`config.mk`:
```
export PLATFORM = sky130hd
export DESIGN_NAME = quicksort_engine
export DESIGN_NICKNAME = d
export VERILOG_FILES = /design/src/rtl/qse_pkg.sv /design/src/rtl/qse_cell.sv /design/src/rtl/quicksort_engine.sv
export SDC_FILE = /design/constraint.sdc
export NUM_CORES = 2
export LEC_CHECK = 0
export ABC_AREA = 1
export BUFFER_PORTS_ARGS = -buffer_cell sky130_fd_sc_hd__buf_2
export CAP_MARGIN = 20
export CORE_ASPECT_RATIO = 1.75
export CORE_MARGIN = 4
export CORE_UTILIZATION = 45
export DETAILED_ROUTE_END_ITERATION = 6
export PLACE_DENSITY = 0.67
export REMOVE_ABC_BUFFERS = 1
export SYNTH_ARGS = -nofsm -noshare
export SYNTH_HDL_FRONTEND = slang
export SYNTH_HIERARCHICAL = 1
export SYNTH_SLANG_ARGS = --single-unit
```
`constraint.sdc`:
```
create_clock -name clock -period 3 [get_ports clock]
set_input_delay 0.3 -clock clock [delete_from_list [all_inputs] [get_ports clock]]
set_output_delay 0.3 -clock clock [all_outputs]
set_load 0.05 [all_outputs]
```
`src/rtl/qse_pkg.sv`:
```
// ----------------------------------------------------------------------------
// qse_pkg
// Shared types for the sorting engine: channel payloads, the link between
// neighboring sort cells and the per-cycle cell control.
// ----------------------------------------------------------------------------
package qse_pkg;

   localparam int unsigned VALUE_W = 32;

   typedef logic signed [VALUE_W-1:0] value_type;

   typedef struct packed {
      value_type value;
      logic      last_in;
   } req_type;

   typedef struct packed {
      value_type sorted_value;
      logic      last_out;
      logic      overflow;
   } rsp_type;

   // What one cell shows its neighbors.
   typedef struct packed {
      logic      occ;      // cell holds a value
      logic      greater;  // cell is empty or holds a value above the incoming one
      value_type value;
   } cell_link_type;

   typedef struct packed {
      logic insert;  // place the incoming value into the sorted row
      logic shift;   // move the row one place toward the head
   } cell_ctrl_type;

endpackage

```
`src/rtl/qse_cell.sv`:
```
// ----------------------------------------------------------------------------
// qse_cell
// One place of the sorted row. On insert it keeps its value, takes the
// incoming value, or takes its left neighbor's value; on shift it takes its
// right neighbor's value.
// ----------------------------------------------------------------------------
module qse_cell (
   input  logic                  clock,
   input  logic                  reset,
   input  qse_pkg::cell_ctrl_type ctrl,
   input  qse_pkg::value_type    new_value,
   input  qse_pkg::cell_link_type left_link,
   input  qse_pkg::cell_link_type right_link,
   output qse_pkg::cell_link_type link
);
   import qse_pkg::*;

   logic      occ_ff;
   logic      occ_in;
   value_type value_ff;
   value_type value_in;
   logic      greater;

   // Empty cells act as plus infinity.
   assign greater = !occ_ff || (value_ff > new_value);

   always_comb begin
      occ_in   = occ_ff;
      value_in = value_ff;
      if (ctrl.shift) begin
         occ_in   = right_link.occ;
         value_in = right_link.value;
      end else if (ctrl.insert) begin
         if (left_link.greater) begin
            occ_in   = left_link.occ;
            value_in = left_link.value;
         end else if (greater) begin
            occ_in   = 1'b1;
            value_in = new_value;
         end
      end
   end

   always_ff @(posedge clock) begin
      if (reset) begin
         occ_ff <= 1'b0;
      end else begin
         occ_ff <= occ_in;
      end
      value_ff <= value_in;
   end

   assign link.occ     = occ_ff;
   assign link.greater = greater;
   assign link.value   = value_ff;

endmodule

```
`src/rtl/quicksort_engine.sv`:
```
// ----------------------------------------------------------------------------
// quicksort_engine
// Collects signed values into a row of sort cells kept in ascending order and
// streams them out smallest first once the beat flagged last arrives.
// ----------------------------------------------------------------------------
//
//   channel | ports                          | beat carries
//   --------+--------------------------------+-------------------------------
//   request | req_valid req_stall req_data   | value, last_in
//   result  | rsp_valid rsp_stall rsp_data   | sorted_value, last_out, overflow
//
// Cycles: one per request beat while loading; the row of DEPTH cells places
// each value in order in the cycle it is taken (parallel compare, shift
// right). After the last beat the row drains one result per cycle from its
// head while rsp_stall is low. req_stall is high for the whole drain; a
// stalled result holds the row still. Reset empties the row and clears the
// count and overflow mark; beats past DEPTH are dropped and flag it.
// ----------------------------------------------------------------------------
module quicksort_engine #(
   parameter int unsigned DEPTH = 16
) (
   input  logic             clock,
   input  logic             reset,
   input  logic             req_valid,
   output logic             req_stall,
   input  qse_pkg::req_type req_data,
   output logic             rsp_valid,
   input  logic             rsp_stall,
   output qse_pkg::rsp_type rsp_data
);
   import qse_pkg::*;

   localparam int unsigned CNT_W = $clog2(DEPTH + 1);

   typedef enum logic {
      ST_LOAD,
      ST_DRAIN
   } state_type;

   state_type     state_ff;
   state_type     state_in;
   logic [CNT_W-1:0] count_ff;
   logic [CNT_W-1:0] count_in;
   logic          dropped_ff;
   logic          dropped_in;

   logic          req_take;
   logic          rsp_take;
   logic          full;
   cell_ctrl_type ctrl;

   cell_link_type links [DEPTH];
   cell_link_type left_links [DEPTH];
   cell_link_type right_links [DEPTH];

   // Handshake: take requests only while loading, offer results while draining.
   assign req_stall = (state_ff == ST_DRAIN);
   assign rsp_valid = (state_ff == ST_DRAIN);
   assign req_take  = req_valid && !req_stall;
   assign rsp_take  = rsp_valid && !rsp_stall;
   assign full      = (count_ff == CNT_W'(DEPTH));

   // Drop the beat once the row is full.
   assign ctrl.insert = req_take && !full;
   assign ctrl.shift  = rsp_take;

   // Row of cells; the head cell sees a left neighbor that never wins, the
   // tail cell sees an empty right neighbor.
   genvar gi;
   generate
      for (gi = 0; gi < DEPTH; gi++) begin : g_cell
         if (gi == 0) begin : g_head
            assign left_links[gi] = '{occ: 1'b1, greater: 1'b0, value: '0};
         end else begin : g_left
            assign left_links[gi] = links[gi-1];
         end
         if (gi == DEPTH - 1) begin : g_tail
            assign right_links[gi] = '{occ: 1'b0, greater: 1'b1, value: '0};
         end else begin : g_right
            assign right_links[gi] = links[gi+1];
         end

         qse_cell u_cell (
            .clock      (clock),
            .reset      (reset),
            .ctrl       (ctrl),
            .new_value  (req_data.value),
            .left_link  (left_links[gi]),
            .right_link (right_links[gi]),
            .link       (links[gi])
         );
      end
   endgenerate

   // Sequencer: count the stored values, switch to drain on last.
   always_comb begin
      state_in   = state_ff;
      count_in   = count_ff;
      dropped_in = dropped_ff;
      unique case (state_ff)
         ST_LOAD: begin
            if (req_take) begin
               if (full) begin
                  dropped_in = 1'b1;
               end else begin
                  count_in = count_ff + CNT_W'(1);
               end
               if (req_data.last_in) begin
                  state_in = ST_DRAIN;
               end
            end
         end
         ST_DRAIN: begin
            if (rsp_take) begin
               count_in = count_ff - CNT_W'(1);
               if (count_ff == CNT_W'(1)) begin
                  state_in   = ST_LOAD;
                  dropped_in = 1'b0;
               end
            end
         end
         default: begin
            state_in = ST_LOAD;
         end
      endcase
   end

   always_ff @(posedge clock) begin
      if (reset) begin
         state_ff   <= ST_LOAD;
         count_ff   <= '0;
         dropped_ff <= 1'b0;
      end else begin
         state_ff   <= state_in;
         count_ff   <= count_in;
         dropped_ff <= dropped_in;
      end
   end

   // Result comes straight from the head cell; it holds while stalled.
   assign rsp_data.sorted_value = links[0].value;
   assign rsp_data.last_out     = (count_ff == CNT_W'(1));
   assign rsp_data.overflow     = dropped_ff;

   // A result on offer always has a filled head cell behind it.
   a_head_filled: assert property (@(posedge clock) disable iff (reset)
      rsp_valid |-> (links[0].occ && count_ff != '0))
      else $error("result offered from an empty row");

   // The last beat of a set always starts a drain.
   a_last_starts_drain: assert property (@(posedge clock) disable iff (reset)
      (req_valid && !req_stall && req_data.last_in) |=> rsp_valid)
      else $error("last request beat did not start the drain");

   // After the final result the row is empty and loading resumes.
   a_drain_ends_empty: assert property (@(posedge clock) disable iff (reset)
      (rsp_valid && !rsp_stall && rsp_data.last_out) |=> (!rsp_valid && !links[0].occ))
      else $error("row not empty after the final result");

   // Overflow only once the row is full.
   a_overflow_full: assert property (@(posedge clock) disable iff (reset)
      (dropped_ff && !rsp_valid) |-> full)
      else $error("overflow flagged before the row filled");

endmodule

```
After elaboration in Yosys (flattened, before gate mapping):

Cells that the tools add are included.

* register bits: 535
* bits in latches: 0
* bits in writable memories: 0
* bits in read-only memories: 0
* word-level logic and storage cells: 271
* memories: 0

* add/subtract/negate cells: 2
* $mul: 0
* div/mod/pow operators: 0
* $lt $le $gt $ge: 16
* equality and inequality tests: 7
* shift-type cells: 0
* mux-type cells: 136
* bitwise logic cells: 1
* reductions and logical operators: 74

Operators with widths (count)
* $mux W32: 61
* $gt A32 B32 Y1: 16
* $mux W1: 69
* $reduce_bool A3 Y1: 14
* $reduce_and A2 Y1: 16
* $logic_not A1 Y1: 19
* $logic_or A1 B1 Y1: 16
* $mux W5: 3
* $pmux W5 S2: 1
* $ne A2 B2 Y1 const B: 4
* $reduce_bool A2 Y1: 3
* $add A5 B1 Y5 const B: 1
* $eq A5 B1 Y1 const B: 1
* $eq A5 B5 Y1 const B: 1
* $sub A5 B1 Y5 const B: 1
* $pmux W1 S2: 2
* $reduce_and A4 Y1: 1
* $logic_and A1 B1 Y1: 3
* $reduce_and A3 Y1: 1
* $ne A2 B1 Y1 const B: 1
* $reduce_or A2 Y1: 1
* $not A1 Y1: 1

Depth between registers and ports, before layout:

* depth in word-level cells: 6
* gate-level depth with buffers: 24

Modules after synthesis:

The synthesis kept the hierarchy.

Modules (own cells, without submodules)
* qse_cell: instances 16, cells each 306, area each 2531.2 um2
* quicksort_engine: instances 1, cells each 77, area each 543.0 um2

Worst setup path after synthesis:

OpenSTA, ideal clock, no wires.

* path type: register to register
* from: register g_cell[0].u_cell.value_ff[31]
* to: register g_cell[1].u_cell.value_ff[0] (enable)
* setup time: 0.387 ns
* arrival: 2.873 ns
* data required time: 2.613 ns
* setup slack: -0.259 ns
* cell stages (with the launch flop): 18
* buffers on the path: 2
* path through: edfxtp_1 > ha_1 > nand2_1 > nor2_2 > nand2_2 > nor2_2 > nand2_1 > nand2_1 > nand2_1 > nand2_1 > nand2_2 > nand2_1 > buf_4 > clkbuf_1 > nor2_2 > nand3_2 > nand2_1 > inv_1

* cells in the longest elaborated chain, start to end: 4

RTL lines
* start, declared: line qse_cell.sv:20 `value_type value_ff;`
* start signal, assigned: line qse_cell.sv:50 `value_ff <= value_in;`
* $gt A32 B32 Y1: line qse_cell.sv:25 `assign greater = !occ_ff || (value_ff > new_value);`
* $logic_or A1 B1 Y1: line qse_cell.sv:25
* named net g_cell[0].u_cell.greater: line qse_cell.sv:22 `logic greater;`
* $reduce_bool A3 Y1 (no line)
* $reduce_and A2 Y1 (no line)
* end signal, assigned: line qse_cell.sv:50
* end, declared: line qse_cell.sv:20

The timed path passes the listed nets, and every way through them passes these cells.
A chain may end at the register's enable or synchronous reset.

==> results_dict.tcl <==
set metrics [dict create \
    status "complete, no violations" \
    p_switching_mw 10.17 \
    worstMarginPinSlew_ns 0.6780 \
    crit_chain "ha_1 -> nand2_1 -> nor3_2 -> buf_4 -> nand2_1 -> nand2_1 -> nand2_1 -> nand3_2 -> nand2_2 -> nand2_4 -> nand2_2 -> nor2_4 -> nand3_2 -> nand2_2 -> clkinvlp_4 -> buf_12 -> clkbuf_16" \
    avgRoutedWirePerCell_um 17.73 \
    worst_path_max_delay_cell "edfxtp_1" \
    use_met3_pct 1.866 \
    ys_warn_count 6 \
    die_w_um 236.3 \
    grt_pass1_wl_um 174900 \
    antenna_found_initial 0 \
    use_met2_pct 44.63 \
    clock_latency_ns 0.64 \
    clock_skew_ns 0.03014 \
    r2r-start "g_cell[6].u_cell/value_ff[15]$_DFFE_PP_" \
    power.share.clock_pct 24.0 \
    drt_wl_total_um 113000 \
    post-route-util_pct 51.62 \
    numPlacedInstances 6247 \
    peakVddDrop_v 0.0004412 \
    syn_inst 4971 \
    drive_gt1_share_pct 12.43 \
    area_growth_pct 13.77 \
    clk_path_buf_depth 3 \
    overflow 0 \
    worst-path-max-fanout 8 \
    cpPeakStageDelay_ns 0.45 \
    switching_share_pct 36.01 \
    final_max_slew_viol_count 0 \
    pre_cts_ws_ns -0.1271 \
    slew_headroom_pct 54.74 \
    layout_min_cycle_time_ns 2.912 \
    diodes 0 \
    boundaryPins 73 \
    drtPass1Iterations 7 \
    antenna_left 0 \
    cts.sinks 535 \
    hold_slack_ns 0.1903 \
    final_nets 5698 \
    place_hpwl_um 88660 \
    htreeDepth 2 \
    die_y_um 407.5 \
    crit_path_end_kind "flop" \
    grtUsageTotal_pct 22.09 \
    drv_cap 0 \
    initial_core_util_pct 45.38 \
    grtUsageMet1_pct 21.69 \
    vias 34610 \
    netlist_area_sq_um 41030 \
    place_congestion 0.8662 \
    crit_required_ns 3.38 \
    grt.busiest_layer "met2" \
    hold_violations 0 \
    crit_arrival_ns 3.29 \
    cts_buffers 55 \
    dieArea_sq_um 96270 \
    synth_area_per_cell_sq_um 8.254 \
    crit_start "g_cell[6].u_cell/value_ff[15]$_DFFE_PP_" \
    p_int_mw 18.07 \
    setup_viol 0 \
    drcViolationCount 0 \
    worstSetupPathType "reg -> reg" \
    cts_tree "built" \
    grt_max_degree 121 \
    rows 146 \
    seqPwrFrac_pct 41.7 \
    timing.final.crit_share_pct 97.07 \
    grt_setup_unrepaired "yes" \
    core-area_sq_um 90420 \
    p_per_area_nw_per_um2 605.0 \
    min_path_type "in -> reg" \
    fin_ws_ns 0.08781 \
    cp-start-kind "flop" \
    grt_pass1_vias 35120 \
    p_leak_nw 21.41 \
    pwr-share-comb_pct 34.3 \
    crit_family "simple AND/OR/NAND/NOR gates" \
    clk_pin_slew_ns 0.06 \
    drt_iter0_drc 1738 \
    hold_start "reset" \
    clockRootBuffer "clkbuf_16" \
    design_area_sq_um 46680 \
    vias_per_cell 5.429 \
    cp.buffers_inverters 4 \
    io_buffers 72 \
    stdcell_count 6374 \
    placed_area_sq_um 44430 \
    crit_top_cell "nand2_1" \
    fmax_mhz 343.4 \
]
==> through the flow <==
step	power, mW	setup TNS, ns
floorplan	17.94	-9261.73
global placement	20.97	-6.978
detailed placement	21.31	-22.13
CTS	28.19	0
global route	30.08	-0.4707
finish	28.24	0
==> layout make-up <==
| cell class | count | area [sq um] |
|---|---|---|
| clock buffers | 73 | 1504 |
| inverters | 714 | 2699 |
| flip-flops and latches | 535 | 15840 |
| well taps | 1184 | 1481 |
| clock inverters | 28 | 190.2 |
| repair buffers | 313 | 3152 |
| fillers | 8440 | 43740 |
| multi-input cells | 3527 | 21820 |
==> power groups by stage <==
stage	Sequential [mW]	Clock [mW]	Combinational [mW]
CTS	11.7	6.96	9.49
global placement	11.8	0	9.15
floorplan	11.6	0	6.37
global route	12.0	7.21	10.9
finish	11.8	6.77	9.70
detailed placement	11.9	0	9.43
==> registers in the layout, summed over array words and instances, names as in the netlist <==
name	flops
g_cell.u_cell/value_ff	512
g_cell.u_cell/occ_ff	16
count_ff	5
dropped_ff	1
req_stall	1
==> worst paths after layout <==
| check | slack (ns) | cells after the start | endpoint |
|---|---|---|---|
| setup / recovery | 0.09 | 17 | g_cell[7].u_cell/value_ff[0]$_DFFE_PP_ |
| hold / removal | 0.19 | 2 | count_ff[1]$_SDFFE_PP0P_ |
| setup reg to reg | 0.09 | 17 | g_cell[7].u_cell/value_ff[0]$_DFFE_PP_ |
| hold reg to reg | 0.46 | 2 | dropped_ff$_SDFFE_PP0P_ |
==> routing by layer <==
layer	up-vias	part of all wire, %
met5	-	0
met4	0	6.2
met3	266	2.7
met2	627	56
met1	16240	35
li1	17480	-
==> placed cells by master (no fill, tap or decap), drive strengths merged, types with 23 or more instances in the layout <==
cell / instances
o211ai: 496
a21oi: 215
clkbuf: 79
nor2: 230
o21ai: 34
buf: 304
inv: 715
ha: 515
nand2: 1218
edfxtp: 512
conb: 67
clkinv: 24
nand4: 51
nand3: 617
dfxtp: 23
==> repair_timing <==
action,CTS,global route
hold buffers,3,0
endpoints found under the hold margin,2,0
resized for setup,0,46
setup buffers,0,14
setup endpoints to repair,0,277
Power figures use the tool's default switching activity.
